<file path="config.mk">
export PLATFORM = sky130hd
export DESIGN_NAME = varint_7bit_codec_core
export DESIGN_NICKNAME = d
export VERILOG_FILES = /design/src/rtl/vic_pkg.sv /design/src/rtl/vic_datapath.sv /design/src/rtl/vic_ctrl.sv /design/src/rtl/varint_7bit_codec_core.sv
export VERILOG_INCLUDE_DIRS = /design/src /design/src/rtl
export SDC_FILE = /design/constraint.sdc
export NUM_CORES = 1
export LEC_CHECK = 0
export BUFFER_PORTS_ARGS = -buffer_cell sky130_fd_sc_hd__buf_2
export CAP_MARGIN = 20
export CORE_MARGIN = 1
export CORE_UTILIZATION = 56
export CTS_CLUSTER_SIZE = 30
export DETAILED_ROUTE_END_ITERATION = 10
export PLACE_DENSITY = 0.88
export SLEW_MARGIN = 30
export SYNTH_ARGS = -nofsm -noshare
export SYNTH_HDL_FRONTEND = slang
export SYNTH_SLANG_ARGS = --single-unit
</file>
<file path="constraint.sdc">
create_clock -name clk_i -period 4 [get_ports clk_i]
set_input_delay 0 -clock clk_i [delete_from_list [all_inputs] [get_ports clk_i]]
set_output_delay 0 -clock clk_i [all_outputs]
set_load 0.1 [all_outputs]
</file>
<file path="src/rtl/assert_macros.svh">
// Assertion macros shared by the RTL files of the varint codec.
`ifndef ASSERT_MACROS_SVH
`define ASSERT_MACROS_SVH

`ifndef NO_ASSERTIONS

// Antecedent true at an edge implies the consequent at the same edge.
`define ASSERT_IMPLIES(label, clk, rst_n, ante, cons) \
  label: assert property (@(posedge clk) disable iff (!rst_n) (ante) |-> (cons)) \
    else $error("assertion failed: same-cycle implication");

// Antecedent true at an edge implies the consequent at the next edge.
`define ASSERT_NEXT(label, clk, rst_n, ante, cons) \
  label: assert property (@(posedge clk) disable iff (!rst_n) (ante) |=> (cons)) \
    else $error("assertion failed: next-cycle implication");

`else

`define ASSERT_IMPLIES(label, clk, rst_n, ante, cons)
`define ASSERT_NEXT(label, clk, rst_n, ante, cons)

`endif

`endif

</file>
<file path="src/rtl/vic_pkg.sv">
// Package with types and constants of the varint codec.
`timescale 1ns / 1ps

package vic_pkg;

  localparam logic MODE_ENCODE = 1'b0;
  localparam logic MODE_DECODE = 1'b1;

  localparam logic WIDTH_SEL_32 = 1'b0;
  localparam logic WIDTH_SEL_64 = 1'b1;

  localparam logic [3:0] MAX_BYTES_32 = 4'd5;
  localparam logic [3:0] MAX_BYTES_64 = 4'd10;

  localparam logic [63:0] MASK_32 = 64'h0000_0000_FFFF_FFFF;
  localparam logic [63:0] MASK_64 = 64'hFFFF_FFFF_FFFF_FFFF;

  typedef enum logic [1:0] {
    KIND_ENC_BYTE  = 2'd0,
    KIND_DEC_VALUE = 2'd1,
    KIND_DEC_ERROR = 2'd2
  } kind_e;

  typedef struct packed {
    logic        mode;
    logic [63:0] enc_value;
    logic [7:0]  in_byte;
  } in_item_t;

  typedef struct packed {
    kind_e       kind;
    logic [7:0]  out_byte;
    logic [63:0] dec_value;
    logic        last;
  } out_item_t;

  // Commands from the controller to the datapath.
  typedef struct packed {
    logic enc_load;
    logic enc_step;
    logic dec_take;
  } vic_cmd_t;

  // Status from the datapath to the controller.
  typedef struct packed {
    logic dec_emit;
    logic enc_last;
  } vic_sts_t;

endpackage

</file>
<file path="src/rtl/vic_datapath.sv">
// Datapath of the varint codec: encode shifter, decode accumulator, result register.
`timescale 1ns / 1ps

module vic_datapath import vic_pkg::*; (
  input  logic      clk_i,
  input  logic      rst_ni,
  input  logic      cfg_we_i,
  input  logic      cfg_data_i,
  input  in_item_t  in_data_i,
  input  vic_cmd_t  cmd_i,
  output vic_sts_t  sts_o,
  output out_item_t out_data_o
);

  logic        width_q, width_d;
  logic [63:0] acc_q, acc_d;
  logic [3:0]  seen_q, seen_d;
  logic [63:0] sh_q, sh_d;
  out_item_t   out_q, out_d;

  logic [63:0] mask;
  logic [63:0] sh_rest;
  logic [7:0]  enc_byte;
  logic [3:0]  n_byte;
  logic [3:0]  max_n;
  logic        more;
  logic        dec_err;
  logic [6:0]  shift_wide;
  logic [5:0]  shift_amt;
  logic [63:0] acc_sum;

  always_comb begin
    mask     = (width_q == WIDTH_SEL_64) ? MASK_64 : MASK_32;
    sh_rest  = {7'd0, sh_q[63:7]};
    enc_byte = {(sh_rest != 64'd0), sh_q[6:0]};

    // Byte number in the current run, and its bit position (seven per byte).
    n_byte     = seen_q + 4'd1;
    max_n      = (width_q == WIDTH_SEL_64) ? MAX_BYTES_64 : MAX_BYTES_32;
    more       = in_data_i.in_byte[7];
    dec_err    = (n_byte > max_n) || (more && (n_byte == max_n));
    shift_wide = {seen_q, 3'b000} - {3'b000, seen_q};
    shift_amt  = shift_wide[5:0];
    // Earlier groups sit strictly below the new one, so an OR is the sum.
    acc_sum    = (acc_q | (64'(in_data_i.in_byte[6:0]) << shift_amt)) & mask;
  end

  assign sts_o.dec_emit = dec_err || !more;
  assign sts_o.enc_last = (sh_rest == 64'd0);

  always_comb begin
    width_d = width_q;
    acc_d   = acc_q;
    seen_d  = seen_q;
    sh_d    = sh_q;
    out_d   = out_q;

    if (cfg_we_i) begin
      width_d = cfg_data_i;
    end

    if (cmd_i.enc_load) begin
      sh_d = in_data_i.enc_value & mask;
    end else if (cmd_i.enc_step) begin
      sh_d            = sh_rest;
      out_d.kind      = KIND_ENC_BYTE;
      out_d.out_byte  = enc_byte;
      out_d.dec_value = 64'd0;
      out_d.last      = (sh_rest == 64'd0);
    end

    if (cmd_i.dec_take) begin
      if (dec_err || !more) begin
        acc_d           = 64'd0;
        seen_d          = 4'd0;
        out_d.kind      = dec_err ? KIND_DEC_ERROR : KIND_DEC_VALUE;
        out_d.out_byte  = 8'd0;
        out_d.dec_value = dec_err ? 64'd0 : acc_sum;
        out_d.last      = 1'b1;
      end else begin
        acc_d  = acc_sum;
        seen_d = n_byte;
      end
    end
  end

  always_ff @(posedge clk_i or negedge rst_ni) begin
    if (!rst_ni) begin
      width_q <= WIDTH_SEL_64;
      acc_q   <= 64'd0;
      seen_q  <= 4'd0;
    end else begin
      width_q <= width_d;
      acc_q   <= acc_d;
      seen_q  <= seen_d;
    end
  end

  always_ff @(posedge clk_i) begin
    sh_q  <= sh_d;
    out_q <= out_d;
  end

  assign out_data_o = out_q;

endmodule

</file>
<file path="src/rtl/vic_ctrl.sv">
// Controller of the varint codec: item acceptance, encode sequencing, result valid.
`timescale 1ns / 1ps

module vic_ctrl import vic_pkg::*; (
  input  logic     clk_i,
  input  logic     rst_ni,
  input  logic     in_valid_i,
  input  logic     in_mode_i,
  output logic     in_stall_o,
  output logic     out_valid_o,
  input  logic     out_stall_i,
  input  vic_sts_t sts_i,
  output vic_cmd_t cmd_o
);

  localparam logic ST_IDLE = 1'b0;
  localparam logic ST_ENC  = 1'b1;

  logic state_q, state_d;
  logic out_valid_q, out_valid_d;
  logic out_free;
  logic in_ready;
  logic in_take;
  logic out_load;

  always_comb begin
    out_free = !out_valid_q || !out_stall_i;
    in_ready = (state_q == ST_IDLE) && out_free;
    in_take  = in_valid_i && in_ready;

    cmd_o.enc_load = in_take && (in_mode_i == MODE_ENCODE);
    cmd_o.dec_take = in_take && (in_mode_i == MODE_DECODE);
    cmd_o.enc_step = (state_q == ST_ENC) && out_free;

    out_load = cmd_o.enc_step || (cmd_o.dec_take && sts_i.dec_emit);

    out_valid_d = out_valid_q;
    if (out_load) begin
      out_valid_d = 1'b1;
    end else if (!out_stall_i) begin
      out_valid_d = 1'b0;
    end

    state_d = state_q;
    case (state_q)
      ST_IDLE: begin
        if (cmd_o.enc_load) begin
          state_d = ST_ENC;
        end
      end
      ST_ENC: begin
        if (cmd_o.enc_step && sts_i.enc_last) begin
          state_d = ST_IDLE;
        end
      end
      default: begin
        state_d = ST_IDLE;
      end
    endcase
  end

  always_ff @(posedge clk_i or negedge rst_ni) begin
    if (!rst_ni) begin
      state_q     <= ST_IDLE;
      out_valid_q <= 1'b0;
    end else begin
      state_q     <= state_d;
      out_valid_q <= out_valid_d;
    end
  end

  assign in_stall_o  = !in_ready;
  assign out_valid_o = out_valid_q;

endmodule

</file>
<file path="src/rtl/varint_7bit_codec_core.sv">
// Top level of the unsigned 7-bit varint (LEB128) codec.
`timescale 1ns / 1ps

// The block takes one item at a time on the input channel (in_valid_i, in_stall_o,
// in_data_i) and returns results on the output channel (out_valid_o, out_stall_i,
// out_data_o). A transfer happens at a clock edge where valid is high and stall low.
// An encode item (mode 0) is captured into a shift register; the encoder then
// emits one byte per cycle while the receiver does not stall, 1 to 5 bytes at
// 32-bit width and 1 to 10 at 64-bit width. The block has a single output register
// and takes no new item until the last byte of a value has been emitted.
// A decode item (mode 1) is one byte; a final byte or an overlength byte loads its
// result into the output register at the input transfer edge, so it appears on the
// output in the cycle after the input transfer. A decode byte may follow every
// cycle while the output side keeps up.
// The width register is written on the cfg channel; cfg_ready_o is always high,
// and writes are meant to happen only while the block is idle.
// Reset selects 64-bit width, clears the decoder run and empties the output.
// While a result waits and the receiver stalls, the result register holds its value
// and no new input is taken, so an encode run simply pauses between bytes.

`include "assert_macros.svh"

module varint_7bit_codec_core import vic_pkg::*; (
  input  logic      clk_i,
  input  logic      rst_ni,
  input  logic      in_valid_i,
  output logic      in_stall_o,
  input  in_item_t  in_data_i,
  output logic      out_valid_o,
  input  logic      out_stall_i,
  output out_item_t out_data_o,
  input  logic      cfg_valid_i,
  output logic      cfg_ready_o,
  input  logic      cfg_data_i
);

  vic_cmd_t cmd;
  vic_sts_t sts;
  logic     cfg_we;

  // The width register can always take a write.
  assign cfg_ready_o = 1'b1;
  assign cfg_we      = cfg_valid_i && cfg_ready_o;

  vic_ctrl u_ctrl (
    .clk_i       (clk_i),
    .rst_ni      (rst_ni),
    .in_valid_i  (in_valid_i),
    .in_mode_i   (in_data_i.mode),
    .in_stall_o  (in_stall_o),
    .out_valid_o (out_valid_o),
    .out_stall_i (out_stall_i),
    .sts_i       (sts),
    .cmd_o       (cmd)
  );

  vic_datapath u_datapath (
    .clk_i      (clk_i),
    .rst_ni     (rst_ni),
    .cfg_we_i   (cfg_we),
    .cfg_data_i (cfg_data_i),
    .in_data_i  (in_data_i),
    .cmd_i      (cmd),
    .sts_o      (sts),
    .out_data_o (out_data_o)
  );

  // An input transfer never lands while a result is blocked in the output register.
  `ASSERT_IMPLIES(a_in_take_out_free, clk_i, rst_ni,
                  in_valid_i && !in_stall_o, !out_valid_o || !out_stall_i)

  // After an encode value is taken, the block is busy emitting its bytes.
  `ASSERT_NEXT(a_enc_busy, clk_i, rst_ni,
               in_valid_i && !in_stall_o && (in_data_i.mode == MODE_ENCODE), in_stall_o)

  // Decoder results are always the single, final result of their item.
  `ASSERT_IMPLIES(a_dec_last, clk_i, rst_ni,
                  out_valid_o && (out_data_o.kind != KIND_ENC_BYTE), out_data_o.last)

  // The command strobes to the datapath are mutually exclusive.
  `ASSERT_IMPLIES(a_cmd_onehot, clk_i, rst_ni, 1'b1, $onehot0(cmd))

endmodule

</file>
## Yosys cells after proc, flatten, opt, wreduce, memory -nomap -nowiden

Cells that the tools add are included.

| storage, ports and cells | value |
|---|---|
| flip-flop bits (word level) | 210 |
| bits in latches | 0 |
| memory bits (writable) | 0 |
| memory bits (read-only) | 0 |
| input port bits | 79 |
| output and inout port bits | 78 |
| logic and storage cells | 57 |
| memories kept | 0 |

| operators by class | value |
|---|---|
| add/subtract/negate cells | 2 |
| multipliers | 0 |
| divide/modulo/power cells | 0 |
| order comparisons | 1 |
| equal/unequal tests | 2 |
| shifts and indexed selects | 1 |
| muxes and demuxes | 17 |
| bitwise gates (word level) | 5 |
| reductions and logical operators | 19 |

Operator list:

| cell | count |
|---|---|
| 64-bit two-way mux | 5 |
| 75-bit two-way mux | 4 |
| 64-bit bitwise AND | 2 |
| 64-bit logical NOT | 1 |
| 64-bit bitwise OR | 1 |
| 7-bit by 6-bit left shift with 64-bit output | 1 |
| 57-bit nonzero test | 1 |
| 1-bit logical AND | 8 |
| 4-bit two-way mux | 2 |
| 6-bit by 4-bit subtractor with 6-bit output | 1 |
| 4-bit by 1-bit adder with 4-bit output (second input constant) | 1 |
| 4-bit == test | 1 |
| 4-bit greater-than comparator | 1 |
| 1-bit logical NOT | 4 |
| 1-bit logical OR | 4 |
| 1-bit two-way mux | 4 |
| 2-bit two-way mux | 1 |
| 2-bit by 1-bit != test with 1-bit output (second input constant) | 1 |
| 1-bit inverter | 2 |
| 1-bit one-hot mux with 2 select lines | 1 |
| 2-bit nonzero test | 1 |

## Logic depth before layout (Yosys ltp)

| depth | value |
|---|---|
| depth after elaboration | 8 |
| depth in mapped cells | 13 |
| mapped depth without buffers | 8 |

## Modules after synthesis

Synthesis repeated with hierarchy kept, for this count alone.

| second synthesis, totals | value |
|---|---|
| cell total of the unflattened synthesis | 881 |
| area, all modules | 9,474.1 um^2 |

By module, submodules not included:

| module | times used | cells an instance | area each (um^2) | seq. area each (um^2) |
|---|---|---|---|---|
| vic_datapath | 1 | 867 | 9,356.5 | 5,151.2 |
| vic_ctrl | 1 | 12 | 106.4 | 50.0 |
| varint_7bit_codec_core | 1 | 2 | 11.3 | 0.0 |

## Worst setup path after synthesis

OpenSTA, ideal clock, no wires.

| path | value |
|---|---|
| path kind | flip-flop to flip-flop |
| start point | register u_ctrl.out_valid_q (netlist: u_ctrl.out_valid_o) |
| end point | register u_datapath.sh_q[0], enable pin |
| setup time | 688 ps |
| arrival time | 3,312 ps |
| data required time | 3,312 ps |
| slack | 0 ps |
| stages on the path, launching flop included | 8 |
| path buffers | 3 |
| period minus slack after synthesis | 4,000 ps |
| cells stage by stage | dfrtp_1 > a21oi_1 > nand2_1 > or2_2 > clkbuf_1 > clkbuf_1 > clkbuf_1 > nand2_1 |

| on the way | value |
|---|---|
| cells in the longest elaborated chain, start to end | 6 |
| elaborated cells on any way between the ends | 7 |
| classes of those cells | 7 x reduce/logical |

Ends and longest elaborated chain:

| item | line | source |
|---|---|---|
| start, declared | vic_ctrl.sv:20 | `logic out_valid_q, out_valid_d;` |
| start signal, assigned | vic_ctrl.sv:68 | `out_valid_q <= out_valid_d;` |
| 1-bit logical NOT * | vic_ctrl.sv:27 | `out_free = !out_valid_q \|\| !out_stall_i;` |
| 1-bit logical OR * | vic_ctrl.sv:27 |  |
| 1-bit logical AND | vic_ctrl.sv:28 | `in_ready = (state_q == ST_IDLE) && out_free;` |
| 1-bit logical AND | vic_ctrl.sv:29 | `in_take = in_valid_i && in_ready;` |
| 1-bit logical AND | vic_ctrl.sv:31 | `cmd_o.enc_load = in_take && (in_mode_i == MODE_ENCODE);` |
| 2-bit nonzero test (no source line) * | - |  |
| end signal, assigned | vic_datapath.sv:100 | `sh_q <= sh_d;` |
| end, declared | vic_datapath.sv:18 | `logic [63:0] sh_q, sh_d;` |

Mark *: on every way between the ends. The rest lies on a longest branch, timed or not.
A chain may end at the register's enable or synchronous reset.

## Final worst setup path

| path | value |
|---|---|
| start point | register u_datapath.seen_q[1] |
| end point | register u_datapath.acc_q[63] |

| on the way | value |
|---|---|
| cells in the longest elaborated chain, start to end | 6 |
| elaborated cells on any way between the ends | 11 |
| classes of those cells | 2 x add/sub; 1 x order compare; 1 x eq/ne; 1 x shift; 1 x mux; 2 x bitwise; 3 x reduce/logical |

Ends and longest elaborated chain:

| item | line | source |
|---|---|---|
| start, declared | vic_datapath.sv:17 | `logic [3:0] seen_q, seen_d;` |
| start signal, assigned | vic_datapath.sv:95 | `seen_q <= seen_d;` |
| parallel branches: the longest is 5 deep, another holds 6-bit by 4-bit subtractor with 6-bit output | - |  |
| 64-bit two-way mux * | vic_datapath.sv:73 | `if (dec_err \|\| !more) begin` |
| end signal, assigned | vic_datapath.sv:90 | `acc_q <= 64'd0;` |
| end signal, assigned | vic_datapath.sv:94 | `acc_q <= acc_d;` |
| end, declared | vic_datapath.sv:16 | `logic [63:0] acc_q, acc_d;` |

Mark *: on every way between the ends.

==> out/results.md <==
* Via density: 6.03
* Initial DRT Pass Iterations: 5
* Seq/Total Area, Yosys: 0.556
* placer congestion estimate: 0.922
* worst slack on hold paths: 0.0336 ns
* maximum level of the CTS H-tree: 1
* DP HPWL: 17100 um
* total area of multi-input combinational cells: 3820 sq um
* clock slew seen by the registers of the worst setup and hold paths: 0.06 ns
* area of the core region: 16100 sq um
* diodes inserted: 0
* Starting DRT DRC Count: 826
* Critical Path End Type: register
* max-slew violations: 0
* post-synthesis register bit count: 210
* Post-Route WL: 27600 um
* startpoint of the worst hold path: in_data_i[7]
* max-capacitance violation count: 0
* number of cells upsized or downsized after cts: 0
* Layout Cell Area excl Fill: 11700 sq um
* number of instances in the synthesized netlist: 991
* GRT Residual Overflow: 0
* Total Negative Setup Slacks: 0 ns
* number of different library cells in the post-synthesis netlist: 71
* Num Clock Sinks: 210
* tightest slew margin relative to the limit: 0.442
* fraction of registers with async set or reset after synthesis: 0.338
* hold violation count in the final report: 0
* effective utilization at floorplan: 0.580
* clock tree root driver cell: sky130_fd_sc_hd__clkbuf_16
* post-route fraction of the period consumed by the critical path: 0.852
* total number of vias: 8568
* maximum number of pins on one net before global-route repair: 65
* initial antenna violation count: 0
* number of synthesis warnings: 0
* net count of the finished layout: 1276
* kind of start point of the critical path: register
* Worst EP required: 4.41 ns
* fill cell instance count of the final layout: 1155
* measured slew at the worst slew-check pin: 0.834 ns
* clock tree from TritonCTS: yes
* height of the die: 131 um
* WS Path Type: reg -> reg
* Synth Net Count: 1077
* Power Density: 424 nW/um^2
* later-pin clock latency in the skew report: 0.50 ns
* Num CTS Buffers: 22
* count of hold buffers inserted by post-cts repair: 68
* static power due to leakage: 5.20 nW
* number of nets still failing antenna checks after routing: 0
* I/O pin count: 157
* Worst Clk Skew: 0.0159 ns
* setup repair after global routing missed its margin: no
* combined area of all synthesized cells: 9350 sq um
* row count: 46
* outcome: finished, final reports clean
* Critical R2R Launch: u_datapath.seen_q[1]
* launching instance or port of the critical path: u_datapath.seen_q[1]
* count of final setup violators: 0
* hold depth: 5
* length in cells of the worst reg-to-reg path: 8
* commonest cells after routing, fill and taps aside: 265 x sky130_fd_sc_hd__nand2_1, 154 x sky130_fd_sc_hd__buf_2, 104 x sky130_fd_sc_hd__o21ai_0, 75 x sky130_fd_sc_hd__dfxtp_1, 70 x sky130_fd_sc_hd__dfrtp_1
* maximum fanout along the worst path: 20
* path type of the worst min-delay path: in -> reg
* Setup Fix Bufs, Post-CTS: 0
* mean instance size in the synthesized netlist: 9.44 sq um
* Routed WL per cell: 19.4 um
* endpoint arrival time on the critical path: 3.81 ns
* Primary FF master, synth: sky130_fd_sc_hd__dfxtp_1
* most common cell after layout, fill and taps aside: sky130_fd_sc_hd__nand2_1
* fraction of layout cells with a size suffix above 1: 0.195
* # port buffers: 155
* maximum root-to-sink buffer count: 3
* max frequency: 293 MHz
* synthesis-to-layout area growth: 25.4%
* number of global-route vias before repair: 8443
* standard cell area after detailed placement: 10300 sq um
* width of the die: 131 um
* final worst path period need: 3.41 ns
* Sequential Area: 5200 sq um
* worst vdd rail ir drop: 0.420 mV
* area of the die: 17200 sq um
* DRC viols: 0
* first-pass GRT wire length: 43900 um
* Total GRT Usage: 0.321
* Post-synth EDFFs: 64
-- flip-flops by register name, indices dropped and copies added (netlist names) --
name and count:
u_ctrl.state_q 1, u_datapath.width_q 1, u_datapath.out_data_o 75, u_datapath.acc_q 64, u_ctrl.out_valid_o 1, u_datapath.sh_q 64
u_datapath.seen_q 4
-- critical path: stages, from the launching register on --
cell                      delay (ns)
sky130_fd_sc_hd__dfrtp_1        0.77
sky130_fd_sc_hd__ha_1           0.28
sky130_fd_sc_hd__xor2_1         0.22
sky130_fd_sc_hd__ha_1           0.29
sky130_fd_sc_hd__and3_1         0.18
sky130_fd_sc_hd__a221o_1        0.47
sky130_fd_sc_hd__nor4_4         0.47
sky130_fd_sc_hd__nand2_1        0.34
sky130_fd_sc_hd__o21ai_0        0.29
-- path summary, 6_finish.rpt --
check	end	slack, ns
max	u_datapath.acc_q[63]	0.59
min	u_datapath.out_data_o[37]	0.03
max reg2reg	u_datapath.acc_q[63]	0.59
min reg2reg	u_datapath.out_data_o[12]	0.44
max in group asynchronous	u_datapath.acc_q[10]	3.10
min in group asynchronous	u_datapath.acc_q[51]	0.05
-- layer usage --
| layer | global-route usage | up-vias | routed length [um] |
|---|---|---|---|
| met5 | 0 | - | 0 |
| met4 | 0.141 | 0 | 1210 |
| met3 | 0.0629 | 101 | 2520 |
| met2 | 0.558 | 526 | 13800 |
| met1 | 0.385 | 4048 | 10100 |
| li1 | - | 3893 | - |
-- power breakdown --
group / leakage, nW / switching, W / internal (W)
clock network: 0.386 / 0.000838 / 0.00132
logic: 2.61 / 0.000331 / 0.000173
registers: 2.20 / 0.0000377 / 0.00227
-- cell usage after synthesis (7+ instances only) --
| cell type | instances | share of area |
|---|---|---|
| sky130_fd_sc_hd__a22oi_1 | 28 | 0.022 |
| sky130_fd_sc_hd__dfxtp_1 | 75 | 0.16 |
| sky130_fd_sc_hd__nor3_1 | 9 | 0.0048 |
| sky130_fd_sc_hd__edfxtp_1 | 64 | 0.21 |
| sky130_fd_sc_hd__buf_2 | 24 | 0.013 |
| sky130_fd_sc_hd__ha_1 | 7 | 0.0094 |
| sky130_fd_sc_hd__nor2_1 | 41 | 0.016 |
| sky130_fd_sc_hd__clkbuf_1 | 31 | 0.012 |
| sky130_fd_sc_hd__a21oi_1 | 63 | 0.034 |
| sky130_fd_sc_hd__and3_1 | 11 | 0.0074 |
| sky130_fd_sc_hd__inv_1 | 17 | 0.0068 |
| sky130_fd_sc_hd__o21ai_1 | 12 | 0.0064 |
| sky130_fd_sc_hd__o21ai_0 | 104 | 0.056 |
| sky130_fd_sc_hd__a22o_1 | 10 | 0.0094 |
| sky130_fd_sc_hd__nand3_1 | 33 | 0.018 |
| sky130_fd_sc_hd__mux2i_1 | 8 | 0.0086 |
| sky130_fd_sc_hd__dfrtp_1 | 70 | 0.19 |
| sky130_fd_sc_hd__nor4_1 | 14 | 0.0094 |
| sky130_fd_sc_hd__nand2_1 | 266 | 0.11 |
-- cell type report --
cell class | instances | area share
Sequential cell | 210 | 0.444
Multi-Input combinational cell | 701 | 0.326
Timing Repair Buffer | 237 | 0.136
Clock buffer | 29 | 0.0544
Tap cell | 216 | 0.0230
Clock inverter | 11 | 0.0121
Inverter | 18 | 0.00576
-- cell families after synthesis --
| group | after synthesis | share of synthesized area |
|---|---|---|
| other | 1 | 0.000401 |
| adder cells (fa/ha/maj) | 7 | 0.00937 |
| multiplexers | 15 | 0.0218 |
| AND/OR/NAND/NOR | 410 | 0.193 |
| AO/OA/AOI/OAI | 263 | 0.175 |
| flip-flops | 210 | 0.556 |
| buffers and inverters | 80 | 0.0389 |
| XOR/XNOR | 5 | 0.00549 |
-- stage by stage --
stage	setup slack [ns]	util	power, W	cells
3_3_place_gp	0.876	0.636	0.00276	1314
3_5_place_dp	0.698	0.636	0.00278	1314
4_1_cts	0.650	0.727	0.00495	1422
2_1_floorplan	0.000395	-	0.00262	991
6_report	0.592	0.728	0.00497	1422
5_1_grt	0.371	0.728	0.00510	1422
No activity file was read; power rests on OpenSTA's default activity.
